### config.mk
export PLATFORM = sky130hd
export DESIGN_NAME = string_to_unsigned_parser_flat
export DESIGN_NICKNAME = d
export VERILOG_FILES = /design/src/sv/stp_pkg.sv /design/src/sv/stp_char_if.sv /design/src/sv/stp_result_if.sv /design/src/sv/stp_cfg_regs.sv /design/src/sv/stp_in_stage.sv /design/src/sv/stp_step.sv /design/src/sv/stp_out_stage.sv /design/src/sv/string_to_unsigned_parser.sv /design/src/flat_wrapper.sv
export SDC_FILE = /design/constraint.sdc
export NUM_CORES = 2
export LEC_CHECK = 0
export BUFFER_PORTS_ARGS = -buffer_cell sky130_fd_sc_hd__buf_2
export CAP_MARGIN = 20
export CORE_MARGIN = 2
export CORE_UTILIZATION = 58
export CTS_CLUSTER_SIZE = 20
export DETAILED_ROUTE_END_ITERATION = 7
export GPL_TIMING_DRIVEN = 0
export PLACE_DENSITY_LB_ADDON = 0.15
export SLEW_MARGIN = 20
export SYNTH_ARGS = -nofsm -noshare
export SYNTH_HDL_FRONTEND = slang
export SYNTH_HIERARCHICAL = 1
export SYNTH_SLANG_ARGS = --single-unit
### constraint.sdc
create_clock -name i_clk -period 9.6 [get_ports i_clk]
set_input_delay 0 -clock i_clk [delete_from_list [all_inputs] [get_ports i_clk]]
set_output_delay 0 -clock i_clk [all_outputs]
set_load 0.01 [all_outputs]
### src/sv/stp_pkg.sv
package stp_pkg;

    localparam logic [31:0] STP_MAX_STRING_LENGTH = 32'd65535;
    localparam logic [31:0] STP_COUNT_LIMIT       = 32'd65535;

    localparam int unsigned STP_BASE_W  = 6;
    localparam int unsigned STP_VALUE_W = 64;
    localparam int unsigned STP_COUNT_W = 16;

    localparam logic [STP_BASE_W-1:0] BASE_AUTO = 6'd0;
    localparam logic [STP_BASE_W-1:0] BASE_ONE  = 6'd1;
    localparam logic [STP_BASE_W-1:0] BASE_TWO  = 6'd2;
    localparam logic [STP_BASE_W-1:0] BASE_OCT  = 6'd8;
    localparam logic [STP_BASE_W-1:0] BASE_DEC  = 6'd10;
    localparam logic [STP_BASE_W-1:0] BASE_HEX  = 6'd16;
    localparam logic [STP_BASE_W-1:0] BASE_MAX  = 6'd36;

    localparam logic [STP_BASE_W-1:0]  BASE_RESET = BASE_DEC;
    localparam logic [STP_VALUE_W-1:0] LOW_RESET  = '0;
    localparam logic [STP_VALUE_W-1:0] HIGH_RESET = '1;

    localparam logic [7:0] CH_NUL      = 8'h00;
    localparam logic [7:0] CH_TAB      = 8'h09;
    localparam logic [7:0] CH_CR       = 8'h0d;
    localparam logic [7:0] CH_SPACE    = 8'h20;
    localparam logic [7:0] CH_PLUS     = 8'h2b;
    localparam logic [7:0] CH_MINUS    = 8'h2d;
    localparam logic [7:0] CH_DIGIT0   = 8'h30;
    localparam logic [7:0] CH_DIGIT9   = 8'h39;
    localparam logic [7:0] CH_LOWER_A  = 8'h61;
    localparam logic [7:0] CH_LOWER_X  = 8'h78;
    localparam logic [7:0] CASE_BIT    = 8'h20;
    localparam logic [7:0] LETTER_BIAS = 8'd10;
    localparam logic [7:0] NO_DIGIT    = 8'hff;

    typedef enum logic [1:0] {
        CFG_NUMBER_BASE = 2'd0,
        CFG_LOW_LIMIT   = 2'd1,
        CFG_HIGH_LIMIT  = 2'd2
    } t_cfg_idx;

    typedef enum logic [2:0] {
        ST_OK       = 3'd0,
        ST_BAD_BASE = 3'd1,
        ST_NONE     = 3'd2,
        ST_TRAILING = 3'd3,
        ST_RANGE    = 3'd4
    } t_status;

    typedef enum logic [5:0] {
        PH_WS   = 6'b000001,
        PH_PFX  = 6'b000010,
        PH_ZERO = 6'b000100,
        PH_DIG  = 6'b001000,
        PH_STOP = 6'b010000,
        PH_BAD  = 6'b100000
    } t_phase;

    typedef struct packed {
        logic [STP_BASE_W-1:0]  number_base;
        logic [STP_VALUE_W-1:0] low_limit;
        logic [STP_VALUE_W-1:0] high_limit;
    } t_cfg;

    typedef struct packed {
        logic [STP_VALUE_W-1:0] value;
        logic [2:0]             status;
        logic                   error_flag;
        logic [STP_COUNT_W-1:0] end_offset;
    } t_result;

endpackage

### src/sv/stp_char_if.sv
interface stp_char_if;
    logic       valid;
    logic       ready;
    logic [7:0] char_byte;

    modport source (output valid, output char_byte, input ready);
    modport sink (input valid, input char_byte, output ready);
endinterface

### src/sv/stp_result_if.sv
interface stp_result_if;
    logic        valid;
    logic        ready;
    logic [63:0] value;
    logic [2:0]  status;
    logic        error_flag;
    logic [15:0] end_offset;

    modport source (output valid, output value, output status, output error_flag,
                    output end_offset, input ready);
    modport sink (input valid, input value, input status, input error_flag,
                  input end_offset, output ready);
endinterface

### src/sv/stp_cfg_regs.sv
module stp_cfg_regs
    import stp_pkg::*;
(
    input  logic        i_clk,
    input  logic        i_rst_n,
    input  logic        i_cfg_we,
    input  logic [1:0]  i_cfg_idx,
    input  logic [63:0] i_cfg_data,
    output t_cfg        o_cfg
);

    t_cfg r_cfg;
    t_cfg n_cfg;

    always_comb begin
        n_cfg = r_cfg;
        if (i_cfg_we) begin
            unique case (t_cfg_idx'(i_cfg_idx))
                CFG_NUMBER_BASE: n_cfg.number_base = i_cfg_data[STP_BASE_W-1:0];
                CFG_LOW_LIMIT:   n_cfg.low_limit   = i_cfg_data;
                CFG_HIGH_LIMIT:  n_cfg.high_limit  = i_cfg_data;
                default: ;
            endcase
        end
    end

    always_ff @(posedge i_clk) begin
        if (!i_rst_n) begin
            r_cfg.number_base <= BASE_RESET;
            r_cfg.low_limit   <= LOW_RESET;
            r_cfg.high_limit  <= HIGH_RESET;
        end else begin
            r_cfg <= n_cfg;
        end
    end

    assign o_cfg = r_cfg;

endmodule

### src/sv/stp_in_stage.sv
module stp_in_stage
    import stp_pkg::*;
(
    input  logic       i_clk,
    input  logic       i_rst_n,
    input  logic       i_valid,
    input  logic [7:0] i_char_byte,
    input  logic       i_out_free,
    output logic       o_ready,
    output logic       o_adv,
    output logic [7:0] o_char_byte
);

    logic       r_vld;
    logic [7:0] r_byte;

    // a terminator needs room in the result register, other characters do not
    assign o_adv   = r_vld && ((r_byte != CH_NUL) || i_out_free);
    assign o_ready = !r_vld || o_adv;

    always_ff @(posedge i_clk) begin
        if (!i_rst_n) begin
            r_vld <= 1'b0;
        end else if (i_valid && o_ready) begin
            r_vld <= 1'b1;
        end else if (o_adv) begin
            r_vld <= 1'b0;
        end
    end

    always_ff @(posedge i_clk) begin
        if (i_valid && o_ready) begin
            r_byte <= i_char_byte;
        end
    end

    assign o_char_byte = r_byte;

endmodule

### src/sv/stp_step.sv
module stp_step
    import stp_pkg::*;
#(
    parameter logic [31:0] MAX_STRING_LENGTH = STP_MAX_STRING_LENGTH
) (
    input  logic       i_clk,
    input  logic       i_rst_n,
    input  logic       i_adv,
    input  logic [7:0] i_char_byte,
    input  t_cfg       i_cfg,
    output t_result    o_res
);

    localparam logic [STP_COUNT_W-1:0] COUNT_CAP =
        (MAX_STRING_LENGTH > STP_COUNT_LIMIT) ? STP_COUNT_LIMIT[STP_COUNT_W-1:0]
                                              : MAX_STRING_LENGTH[STP_COUNT_W-1:0];

    t_phase                 r_phase, n_phase;
    logic                   r_neg, n_neg;
    logic [STP_BASE_W-1:0]  r_base, n_base;
    logic [STP_VALUE_W-1:0] r_acc, n_acc;
    logic                   r_ovf, n_ovf;
    logic [STP_COUNT_W-1:0] r_cnt, n_cnt;

    logic                   first_char;
    logic                   bad_base;
    t_phase                 phase_cur;
    logic [STP_BASE_W-1:0]  base_cur;
    logic [STP_BASE_W-1:0]  pfx_base;
    logic [STP_BASE_W-1:0]  pfx_digit_base;
    logic [STP_BASE_W-1:0]  digit_base;
    logic [7:0]             lower_ch;
    logic [7:0]             digit;
    logic [69:0]            mul;
    logic [70:0]            prod;
    logic                   digit_ok;
    logic                   digit_fits;
    logic                   is_space;
    logic                   is_sign;
    logic                   is_zero_ch;
    logic                   do_prefix;
    logic                   do_digit;
    logic [STP_COUNT_W-1:0] cnt_inc;
    logic [STP_VALUE_W-1:0] signed_val;

    always_comb begin
        first_char = (r_phase == PH_WS) && (r_cnt == '0);
        bad_base   = (i_cfg.number_base == BASE_ONE) || (i_cfg.number_base > BASE_MAX);
        base_cur   = first_char ? i_cfg.number_base : r_base;
        phase_cur  = (first_char && bad_base) ? PH_BAD : r_phase;

        lower_ch   = i_char_byte | CASE_BIT;
        is_space   = (i_char_byte == CH_SPACE) ||
                     ((i_char_byte >= CH_TAB) && (i_char_byte <= CH_CR));
        is_sign    = (i_char_byte == CH_MINUS) || (i_char_byte == CH_PLUS);
        is_zero_ch = (i_char_byte == CH_DIGIT0);

        if (lower_ch >= CH_LOWER_A) begin
            digit = lower_ch - CH_LOWER_A + LETTER_BIAS;
        end else if ((i_char_byte >= CH_DIGIT0) && (i_char_byte <= CH_DIGIT9)) begin
            digit = i_char_byte - CH_DIGIT0;
        end else begin
            digit = NO_DIGIT;
        end

        // hex with a leading zero falls back to automatic detection
        pfx_base       = ((base_cur == BASE_HEX) && is_zero_ch) ? BASE_AUTO : base_cur;
        pfx_digit_base = (pfx_base == BASE_AUTO) ? BASE_DEC : pfx_base;

        unique case (phase_cur)
            PH_ZERO: digit_base = BASE_OCT;
            PH_DIG:  digit_base = base_cur;
            default: digit_base = pfx_digit_base;
        endcase

        mul        = 70'(r_acc) * 70'(digit_base);
        prod       = 71'(mul) + 71'(digit);
        digit_ok   = (digit_base >= BASE_TWO) && (digit < 8'(digit_base));
        digit_fits = prod <= 71'(i_cfg.high_limit);

        cnt_inc = (r_cnt < COUNT_CAP) ? r_cnt + 1'b1 : r_cnt;
    end

    always_comb begin
        n_phase   = r_phase;
        n_neg     = r_neg;
        n_base    = r_base;
        n_acc     = r_acc;
        n_ovf     = r_ovf;
        n_cnt     = r_cnt;
        do_prefix = 1'b0;
        do_digit  = 1'b0;

        if (i_char_byte != CH_NUL) begin
            n_phase = phase_cur;
            n_base  = base_cur;
            unique case (phase_cur)
                PH_WS: begin
                    if (is_space) begin
                        n_cnt = cnt_inc;
                    end else if (is_sign) begin
                        n_neg   = (i_char_byte == CH_MINUS);
                        n_cnt   = cnt_inc;
                        n_phase = PH_PFX;
                    end else begin
                        do_prefix = 1'b1;
                    end
                end
                PH_PFX: begin
                    do_prefix = 1'b1;
                end
                PH_ZERO: begin
                    if (lower_ch == CH_LOWER_X) begin
                        n_base  = BASE_HEX;
                        n_cnt   = cnt_inc;
                        n_phase = PH_DIG;
                    end else begin
                        n_base   = BASE_OCT;
                        do_digit = 1'b1;
                    end
                end
                PH_DIG: begin
                    do_digit = 1'b1;
                end
                default: ;
            endcase

            if (do_prefix) begin
                if ((pfx_base == BASE_AUTO) && is_zero_ch) begin
                    n_base  = BASE_AUTO;
                    n_cnt   = cnt_inc;
                    n_phase = PH_ZERO;
                end else begin
                    n_base   = pfx_digit_base;
                    do_digit = 1'b1;
                end
            end

            if (do_digit) begin
                if (!digit_ok) begin
                    n_phase = PH_STOP;
                end else if (!digit_fits) begin
                    n_ovf   = 1'b1;
                    n_phase = PH_STOP;
                end else begin
                    n_acc   = prod[STP_VALUE_W-1:0];
                    n_cnt   = cnt_inc;
                    n_phase = PH_DIG;
                end
            end
        end else begin
            n_phase = PH_WS;
            n_neg   = 1'b0;
            n_base  = BASE_AUTO;
            n_acc   = '0;
            n_ovf   = 1'b0;
            n_cnt   = '0;
        end
    end

    always_comb begin
        signed_val = r_neg ? (STP_VALUE_W'(0) - r_acc) : r_acc;
        o_res.value      = signed_val;
        o_res.status     = ST_OK;
        o_res.end_offset = r_cnt;
        if (phase_cur == PH_BAD) begin
            o_res.value      = '0;
            o_res.status     = ST_BAD_BASE;
            o_res.end_offset = '0;
        end else begin
            if (phase_cur == PH_STOP) begin
                o_res.status = (r_cnt == '0) ? ST_NONE : ST_TRAILING;
            end
            if (r_ovf) begin
                o_res.value  = i_cfg.high_limit;
                o_res.status = ST_RANGE;
            end else if (!r_neg && (i_cfg.low_limit > signed_val)) begin
                o_res.value  = i_cfg.low_limit;
                o_res.status = ST_RANGE;
            end
        end
        o_res.error_flag = (o_res.status != ST_OK);
    end

    always_ff @(posedge i_clk) begin
        if (!i_rst_n) begin
            r_phase <= PH_WS;
            r_neg   <= 1'b0;
            r_base  <= BASE_AUTO;
            r_acc   <= '0;
            r_ovf   <= 1'b0;
            r_cnt   <= '0;
        end else if (i_adv) begin
            r_phase <= n_phase;
            r_neg   <= n_neg;
            r_base  <= n_base;
            r_acc   <= n_acc;
            r_ovf   <= n_ovf;
            r_cnt   <= n_cnt;
        end
    end

    a_clear_after_end: assert property (@(posedge i_clk) disable iff (!i_rst_n)
        (i_adv && (i_char_byte == CH_NUL)) |=>
            ((r_phase == PH_WS) && (r_cnt == '0) && !r_ovf && !r_neg))
        else $error("state not cleared after terminator");

    a_count_capped: assert property (@(posedge i_clk) disable iff (!i_rst_n)
        r_cnt <= COUNT_CAP)
        else $error("consumed count above cap");

    a_ovf_stops: assert property (@(posedge i_clk) disable iff (!i_rst_n)
        r_ovf |-> (r_phase == PH_STOP))
        else $error("overflow without stop");

endmodule

### src/sv/stp_out_stage.sv
module stp_out_stage
    import stp_pkg::*;
(
    input  logic    i_clk,
    input  logic    i_rst_n,
    input  logic    i_load,
    input  t_result i_res,
    input  logic    i_ready,
    output logic    o_valid,
    output logic    o_free,
    output t_result o_res
);

    logic    r_vld;
    t_result r_res;

    assign o_free = !r_vld || i_ready;

    always_ff @(posedge i_clk) begin
        if (!i_rst_n) begin
            r_vld <= 1'b0;
        end else if (i_load) begin
            r_vld <= 1'b1;
        end else if (i_ready) begin
            r_vld <= 1'b0;
        end
    end

    always_ff @(posedge i_clk) begin
        if (i_load) begin
            r_res <= i_res;
        end
    end

    assign o_valid = r_vld;
    assign o_res   = r_res;

endmodule

### src/sv/string_to_unsigned_parser.sv
// Parses a zero-terminated text number arriving one character per item and returns one
// result item (value, status, error flag, end offset) for each terminating zero byte; no
// other character produces a result. A character item is taken every clock cycle unless a
// terminator waits for the result register; each item is held in the input register and
// then folded into the parser state, where one 64x6 multiply-add and a 71-bit compare
// against the high limit set the cycle time. The result is loaded into the output register
// as the terminator leaves the input register, and further characters keep flowing while it
// waits to be taken; only a second terminator stalls until the result register is free.
// The radix is sampled with the first character of each string, the limits are read live.
// The user must write configuration only while no string is in progress; not enforced here.
module string_to_unsigned_parser
    import stp_pkg::*;
#(
    parameter logic [31:0] MAX_STRING_LENGTH = STP_MAX_STRING_LENGTH
) (
    input  logic                i_clk,
    input  logic                i_rst_n,
    input  logic                i_cfg_we,
    input  logic [1:0]          i_cfg_idx,
    input  logic [63:0]         i_cfg_data,
    stp_char_if.sink            i_char,
    stp_result_if.source        o_result
);

    t_cfg       cfg;
    logic       out_free;
    logic       adv;
    logic [7:0] char_byte;
    t_result    step_res;
    t_result    out_res;
    logic       out_valid;

    stp_cfg_regs u_cfg (
        .i_clk      (i_clk),
        .i_rst_n    (i_rst_n),
        .i_cfg_we   (i_cfg_we),
        .i_cfg_idx  (i_cfg_idx),
        .i_cfg_data (i_cfg_data),
        .o_cfg      (cfg)
    );

    stp_in_stage u_in (
        .i_clk       (i_clk),
        .i_rst_n     (i_rst_n),
        .i_valid     (i_char.valid),
        .i_char_byte (i_char.char_byte),
        .i_out_free  (out_free),
        .o_ready     (i_char.ready),
        .o_adv       (adv),
        .o_char_byte (char_byte)
    );

    stp_step #(
        .MAX_STRING_LENGTH (MAX_STRING_LENGTH)
    ) u_step (
        .i_clk       (i_clk),
        .i_rst_n     (i_rst_n),
        .i_adv       (adv),
        .i_char_byte (char_byte),
        .i_cfg       (cfg),
        .o_res       (step_res)
    );

    stp_out_stage u_out (
        .i_clk   (i_clk),
        .i_rst_n (i_rst_n),
        .i_load  (adv && (char_byte == CH_NUL)),
        .i_res   (step_res),
        .i_ready (o_result.ready),
        .o_valid (out_valid),
        .o_free  (out_free),
        .o_res   (out_res)
    );

    assign o_result.valid      = out_valid;
    assign o_result.value      = out_res.value;
    assign o_result.status     = out_res.status;
    assign o_result.error_flag = out_res.error_flag;
    assign o_result.end_offset = out_res.end_offset;

endmodule

### src/flat_wrapper.sv
// flat-port wrapper written by rule: the top's interface ports become plain ports
module string_to_unsigned_parser_flat import stp_pkg::*;
#(
    parameter logic [31:0] MAX_STRING_LENGTH = STP_MAX_STRING_LENGTH
)
  (i_clk, i_rst_n, i_cfg_we, i_cfg_idx, i_cfg_data, i_char_valid, i_char_char_byte, i_char_ready, o_result_valid, o_result_value, o_result_status, o_result_error_flag, o_result_end_offset, o_result_ready);
  stp_char_if i_char_i ();
  stp_result_if o_result_i ();
  input  logic i_clk;
  input  logic i_rst_n;
  input  logic i_cfg_we;
  input  logic [1:0] i_cfg_idx;
  input  logic [63:0] i_cfg_data;
  input wire logic [$bits(i_char_i.valid)-1:0] i_char_valid;
  input wire logic [$bits(i_char_i.char_byte)-1:0] i_char_char_byte;
  output wire logic [$bits(i_char_i.ready)-1:0] i_char_ready;
  output wire logic [$bits(o_result_i.valid)-1:0] o_result_valid;
  output wire logic [$bits(o_result_i.value)-1:0] o_result_value;
  output wire logic [$bits(o_result_i.status)-1:0] o_result_status;
  output wire logic [$bits(o_result_i.error_flag)-1:0] o_result_error_flag;
  output wire logic [$bits(o_result_i.end_offset)-1:0] o_result_end_offset;
  input wire logic [$bits(o_result_i.ready)-1:0] o_result_ready;
  assign i_char_i.valid = i_char_valid;
  assign i_char_i.char_byte = i_char_char_byte;
  assign i_char_ready = i_char_i.ready;
  assign o_result_valid = o_result_i.valid;
  assign o_result_value = o_result_i.value;
  assign o_result_status = o_result_i.status;
  assign o_result_error_flag = o_result_i.error_flag;
  assign o_result_end_offset = o_result_i.end_offset;
  assign o_result_i.ready = o_result_ready;
  string_to_unsigned_parser #(.MAX_STRING_LENGTH(MAX_STRING_LENGTH)) u_core (.i_clk(i_clk), .i_rst_n(i_rst_n), .i_cfg_we(i_cfg_we), .i_cfg_idx(i_cfg_idx), .i_cfg_data(i_cfg_data), .i_char(i_char_i), .o_result(o_result_i));
endmodule
Yosys cells after proc, flatten, opt, wreduce, memory -nomap -nowiden
Index checks and enable logic that the tools add are counted.
W data, S select, Z words.
Operators by class
  $add $sub $neg: 6
  $mul: 1
  magnitude comparators: 11
  equal/unequal tests: 23
  multiplexer cells: 64
  reduce and logical (&&, ||, !) cells: 34
Operators by type and width (count)
  $mux W64: 5
  $mux W16: 10
  $mux W67: 2
  $mux W6: 15
  $add A70 B8 Y71: 1
  $le A71 B64 Y1: 1
  $mul A64 B6 Y70: 1
  $gt A64 B64 Y1: 1
  $sub A1 B64 Y64 const A: 1
  $eq A8 B6 Y1 const B: 4
  $pmux W16 S2: 1
  $pmux W6 S2: 2
  $mux W1: 20
  $eq A6 B1 Y1 const B: 3
  $add A16 B1 Y16 const B: 1
  $logic_not A16 Y1: 1
  $lt A16 B16 Y1 const B: 1
  $mux W8: 2
  $mux W5: 3
  $ne A2 B2 Y1 const B: 7
  $eq A6 B5 Y1 const B: 2
  $reduce_and A4 Y1: 3
  $logic_and A1 B1 Y1: 11
  $add A8 B4 Y8 const B: 1
  29 further kinds: 40
Storage, ports and cells
  register bits: 322
  bits of input ports: 79
  word-level logic and storage cells: 155

Longest topological paths before layout
  word-level depth: 16
  depth in mapped cells: 47

Hierarchy
Netlist, hierarchy kept.
By module, submodules not included
  stp_step: times used 1, cells each 3116, area each 24108.1 um^2, seq. area each 1881.8 um^2
  stp_cfg_regs: times used 1, cells each 591, area each 5883.1 um^2, seq. area each 2682.6 um^2
  stp_out_stage: times used 1, cells each 88, area each 2571.2 um^2, seq. area each 2542.4 um^2
  stp_in_stage: times used 1, cells each 18, area each 315.3 um^2, seq. area each 260.2 um^2
  string_to_unsigned_parser: times used 1, cells each 3, area each 28.8 um^2, seq. area each 0.0 um^2

Worst setup path before layout
No wires, ideal clock.
  path type: flip-flop to flip-flop
  from: register u_core.u_step.r_cnt[0]
  to: register u_core.u_step.r_cnt[9]
  setup time: 0.074 ns
  data arrival time: 9.541 ns
  data required time: 9.526 ns
  setup slack: -0.015 ns
  stages on the path, launching flop included: 43
  path buffers: 3
  cell sequence: dfxtp_1 > inv_1 > ha_1 > nor4b_1 > nand4_1 > nor2_4 > mux2i_1 > or3b_2 > clkbuf_1 > clkbuf_1 > and2_1 > fa_1 > fa_1 > fa_1 > inv_1 > fa_1 > inv_1 > ha_1 > [7 not listed] > o31ai_1 > a21oi_1 > o21bai_1 > a21boi_0 > xnor2_1 > ha_1 > nand4_1 > nor4_1 > nand4_1 > o211a_1 > o21ai_0 > o211ai_1 > nor4b_1 > nand3_1 > o41ai_4 > nand4_1 > or3_1 > a31oi_1
On the way
  word-level cells in the longest chain between the ends: 16
  elaborated cells between the ends (all ways): 41
  classes of those cells: add/sub (2); mul (1); order compare (4); eq/ne (5); mux (22); reduce/logical (7)
RTL lines
  start: declaration: RTL line stp_step.sv:23  | logic [STP_COUNT_W-1:0] r_cnt, n_cnt;
  start signal: assignment: RTL line stp_step.sv:199  | r_cnt <= n_cnt;
  $logic_not A16 Y1: RTL line stp_step.sv:47  | first_char = (r_phase == PH_WS) && (r_cnt == '0);
  $logic_and A1 B1 Y1: RTL line stp_step.sv:47
  $mux W6: RTL line stp_step.sv:49  | base_cur = first_char ? i_cfg.number_base : r_base;
  $eq A6 B5 Y1: RTL line stp_step.sv:67  | pfx_base = ((base_cur == BASE_HEX) && is_zero_ch) ? BASE_AUTO : base_cur;
  $logic_and A1 B1 Y1: RTL line stp_step.sv:67
  $mux W6: RTL line stp_step.sv:67
  $logic_not A6 Y1: RTL line stp_step.sv:68, stp_step.sv:129
  $mux W6: RTL line stp_step.sv:68  | pfx_digit_base = (pfx_base == BASE_AUTO) ? BASE_DEC : pfx_base;
  $pmux W6 S2: RTL line stp_step.sv:70  | unique case (phase_cur)
  $mul A64 B6 Y70: RTL line stp_step.sv:76  | mul = 70'(r_acc) * 70'(digit_base);
  $add A70 B8 Y71: RTL line stp_step.sv:77  | prod = 71'(mul) + 71'(digit);
  $le A71 B64 Y1: RTL line stp_step.sv:79  | digit_fits = prod <= 71'(i_cfg.high_limit);
  $mux W16: RTL line stp_step.sv:142  | end else if (!digit_fits) begin
  $mux W16: RTL line stp_step.sv:140  | if (!digit_ok) begin
  $mux W16 (*): RTL line stp_step.sv:139  | if (do_digit) begin
  $mux W16 (*): RTL line stp_step.sv:94  | if (i_char_byte != CH_NUL) begin
Mark *: on every way between the ends. The rest lies on a longest branch, timed or not. The select of a mux whose other input is x is not followed.
A chain may end at the register's enable or synchronous reset.

Final worst setup path
  from: register u_core.u_cfg.r_cfg, in the netlist u_core/u_cfg/o_cfg[133]
  to: register u_core.u_step.r_cnt[9]
On the way
  word-level cells in the longest chain between the ends: 14
  elaborated cells between the ends (all ways): 36
  classes of those cells: add/sub (1); mul (1); order compare (4); eq/ne (6); mux (18); reduce/logical (6)
RTL lines
  start: declaration: RTL line stp_cfg_regs.sv:12  | t_cfg r_cfg;
  start signal: assignment: RTL line stp_cfg_regs.sv:33  | r_cfg <= n_cfg;
  branches (longest 12 deep; another with $add A70 B8 Y71)
  $mux W16 (*): RTL line stp_step.sv:139
  $mux W16 (*): RTL line stp_step.sv:94
Mark *: on every way between the ends. The select of a mux whose other input is x is not followed.

==> results.md <==
| Metric | This run |
| --- | --- |
| Outcome | finished with violations |
| Violations in the final reports | setup timing |
| Final ANT Viol Nets | 0 |
| Initial core utilization | 58.47% |
| Layout filler cell count | 4,468 |
| Clock group share of total power | 36.2% |
| Slack of the critical path | -0.6187 ns |
| Sequential power share | 35.8% |
| Number of buffers on the longest clock path | 3 |
| Area of the die | 58,660 sq um |
| Gp weighted congestion | 1.007 |
| Post-layout util | 70.26% |
| Most common flop cell mapped by yosys | sky130_fd_sc_hd__dfxtp_1 |
| Switching power | 1.339 mW |
| Adder and majority cell fraction of the synthesized area | 26.56% |
| Wire length of the first global-routing pass | 171,800 microns |
| Classification of the worst setup path | flop to flop |
| Final count of negative-setup-slack endpoints | 83 |
| Initial antenna violation count | 4 |
| Sequential share of the synthesized area | 22.39% |
| Critical path's most frequent cell | sky130_fd_sc_hd__fa_1 |
| Highest clock frequency the design can meet | 97.86 MHz |
| Number of remaining DRC errors | 0 |
| Iter 0 DRT Violations | 3,222 |
| Most used cells in the layout excluding fill and tap cells | sky130_fd_sc_hd__nand2_1 (542), sky130_fd_sc_hd__inv_1 (370), sky130_fd_sc_hd__fa_1 (251) |
| Proportion of register bits with asynchronous set or reset after synthesis | 0% |
| Final number of hold-violating endpoints | 0 |
| Total number of clock tree sinks | 322 |
| Xor and xnor area share after synthesis | 3.380% |
| EDFF count, synth | 92 |
| CP max stage delay | 0.57 ns |
| Worst path slowest cell | sky130_fd_sc_hd__or4_1 |
| Mapped Cells | 3,816 |
| Final Hold Slack | 0.03456 ns |
| Vias post-DR | 30,770 |
| Yosys warning total | 6 |
| Worst Clk Skew | 0.02503 ns |
| Worst endpoint required time | 10.07 ns |
| Quantity of I/O buffers inserted on ports | 164 |
| Clock root buffer | sky130_fd_sc_hd__clkbuf_16 |
| Combinational family with the most area after synthesis | adder cells |
| Maximum vdd ir drop | 0.1113 mV |
| Count of state elements after synthesis | 322 |
| Post-synthesis share of cell area spent on and, or, nand and nor gates | 20.20% |
| Total routing resource utilization after global routing | 37.57% |
| CTS buffer count | 35 |
| Ports | 165 |
| Crit path max-delay family | simple AND/OR/NAND/NOR gates |
| Share of synthesized area spent on multiplexers | 2.608% |
| Min-delay worst type | input port to flop |
| Synth Cell Area | 32,910 sq um |
| Startpoint Class | flop |
| Critical path endpoint category | flop |
| P per Cell Area | 105.4 nW/um^2 |
| Nets@finish | 4,833 |
| Remaining global-route overflow | 0 |
| Final worst-path cycle share | 106.4% |
| Most common cell after layout, fill and taps aside | sky130_fd_sc_hd__nand2_1 |
| Via count of the first global-routing pass | 29,400 |
| Number of maximum-capacitance violations | 0 |
| Critical path fanouts, max | 6 |
| Clock edge transition at the registers on the reported setup and hold paths | 0.06 ns |
| Drt via density | 6.164 |
| Slew of the pin with the lowest slew margin | 1.264 ns |
| Number of pins exceeding their max-slew limit in the final report | 0 |
| Number of distinct library cells after synthesis | 94 |
| Combinational Power Share | 28.0% |
| Drt wl/cell | 22.68 microns |
| Clock tree from TritonCTS | yes |
| H-tree level count | 2 |
| Fraction of final layout cells sized beyond drive strength 1 | 17.33% |
| Pleak | 19.07 nW |
| Average cell area after synthesis | 8.623 sq um |
| Total wire length after detailed routing | 113,200 microns |
| Maximum number of pins on one net before global-route repair | 15 |
| Clock network latency to the later pin of the worst-skew pair | 0.56 ns |
| Minimum period implied by the final worst setup slack | 10.22 ns |
| Max-Slew Margin vs Limit | 15.74% |
| Switch share | 32.13% |
| Height of the die | 242.2 microns |
| Count of TritonRoute iterations in the first routing pass | 6 |
| Setup repair after global routing missed its margin | true |
| Net Count, Synth | 4,441 |
| Core area | 56,280 sq um |
| Crit path buf inv count | 8 |
| Die X | 242.2 microns |
| Area growth from synthesis to layout | 20.17% |
| Pint | 2.828 mW |
| Compound-gate portion of the synthesized area | 16.81% |
| Row cnt | 87 |
| Arrival @ worst endpoint | 10.69 ns |
| Post-DP HPWL | 84,330 microns |
## Yosys cell counts (62+ instances only)
cell / instances / area (sq um)
sky130_fd_sc_hd__a211o_1: 67 / 586.8
sky130_fd_sc_hd__a21oi_1: 220 / 1101
sky130_fd_sc_hd__a22o_1: 62 / 543.0
sky130_fd_sc_hd__and2_1: 181 / 1132
sky130_fd_sc_hd__clkbuf_1: 195 / 732.0
sky130_fd_sc_hd__dfxtp_1: 230 / 4604
sky130_fd_sc_hd__edfxtp_1: 92 / 2763
sky130_fd_sc_hd__fa_1: 254 / 5085
sky130_fd_sc_hd__ha_1: 292 / 3654
sky130_fd_sc_hd__inv_1: 377 / 1415
sky130_fd_sc_hd__mux2i_1: 81 / 810.8
sky130_fd_sc_hd__nand2_1: 551 / 2068
sky130_fd_sc_hd__nand4_1: 84 / 525.5
sky130_fd_sc_hd__nand4b_1: 63 / 551.8
sky130_fd_sc_hd__nor2_1: 193 / 724.4
sky130_fd_sc_hd__o21ai_0: 107 / 535.5
sky130_fd_sc_hd__xor2_1: 85 / 744.5
## sequential cells by signal, indices dropped and copies added (netlist names)
name and cells:
u_core/u_cfg/o_cfg 134, u_core/u_in/o_char_byte 8, u_core/u_in/r_vld 1, u_core/u_out/o_res 84, u_core/u_out/o_valid 1, u_core/u_step/r_acc 64
u_core/u_step/r_base 6, u_core/u_step/r_cnt 16, u_core/u_step/r_neg 1, u_core/u_step/r_ovf 1, u_core/u_step/r_phase 6
## worst register-to-register path: cells and delay by family, from the launching register on
family	cells	cell delay [ns]
AOI/OAI and AO/OA	14	2.45
adders and majority gates	6	2.54
xor gates and xnor gates	1	0.18
muxes	1	0.14
DFF	1	0.40
and+or+nand+nor	12	3.34
buffers and inverters	8	1.09
## layout make-up
cell class,instances,area (sq um),share of cell area (%)
multi-input cells,2850,24240,61.31
flip-flops and latches,322,7381,18.67
repair buffers,383,2884,7.293
inverters,381,1443,3.648
plain buffers,235,1386,3.506
clock buffers,42,954.7,2.414
well taps,756,945.9,2.392
clock inverters,22,301.5,0.7626
diodes,1,2.502,0.006328
## power groups by stage
| stage | Clock (mW) | Combinational [mW] | Sequential [mW] |
|---|---|---|---|
| floorplan | 0 | 0.596 | 1.51 |
| global placement | 0 | 0.921 | 1.52 |
| detailed placement | 0 | 0.924 | 1.52 |
| CTS | 1.51 | 1.08 | 1.49 |
| global route | 1.57 | 1.22 | 1.50 |
| finish | 1.51 | 1.17 | 1.49 |
## path summary, 6_finish.rpt
kind	start	endpoint	slack [ns]	depth (start not counted)
setup / recovery	u_core/u_cfg/o_cfg[133]	u_core/u_step/r_cnt[9]	-0.62	42
hold / removal	i_rst_n	u_core/u_step/r_cnt[5]	0.03	4
setup reg to reg	u_core/u_cfg/o_cfg[133]	u_core/u_step/r_cnt[9]	-0.62	42
hold reg to reg	u_core/u_cfg/o_cfg[116]	u_core/u_cfg/o_cfg[116]	0.48	2
## metal layers
metal / wire (microns) / track usage, % / vias up
met1: 46350 / 51.51 / 14860
met3: 10880 / 5.971 / 318
met4: 6233 / 17.08 / 2
li1: - / - / 13940
met5: 7 / 0 / -
met2: 49750 / 58.65 / 1655
## stage by stage
stage	area, sq um	power [mW]	TNS [ns]	std cells	worst slack [ns]
detailed placement	34790	2.444	-279.59	4746	-3.459
global placement	34670	2.441	-338.62	4736	-4.175
floorplan	32910	2.106	0	3816	0.1281
CTS	38350	4.076	-35.42	4942	-0.5293
global route	39540	4.289	-67.71	4992	-0.9405
finish	39540	4.167	-42.80	4992	-0.6187
## what timing repair did
item,4_1_cts,5_1_grt
cloned,2,3
endpoints found under the setup margin,83,83
hold buffers,79,0
pin swaps,52,142
resized for setup,219,178
endpoints found under the hold margin,147,0
setup buffers,77,57
## cell families (layout without fill, tap and decap cells)
kind of cell    after synthesis  after routing
compound gates              774            774
mux                          85             85
other cells                   0              1
fa+ha+maj                   546            546
xor+xnor                    127            127
simple gates               1318           1318
buf+inv                     644           1063
flops                       322            322
Power figures use the tool's default switching activity.
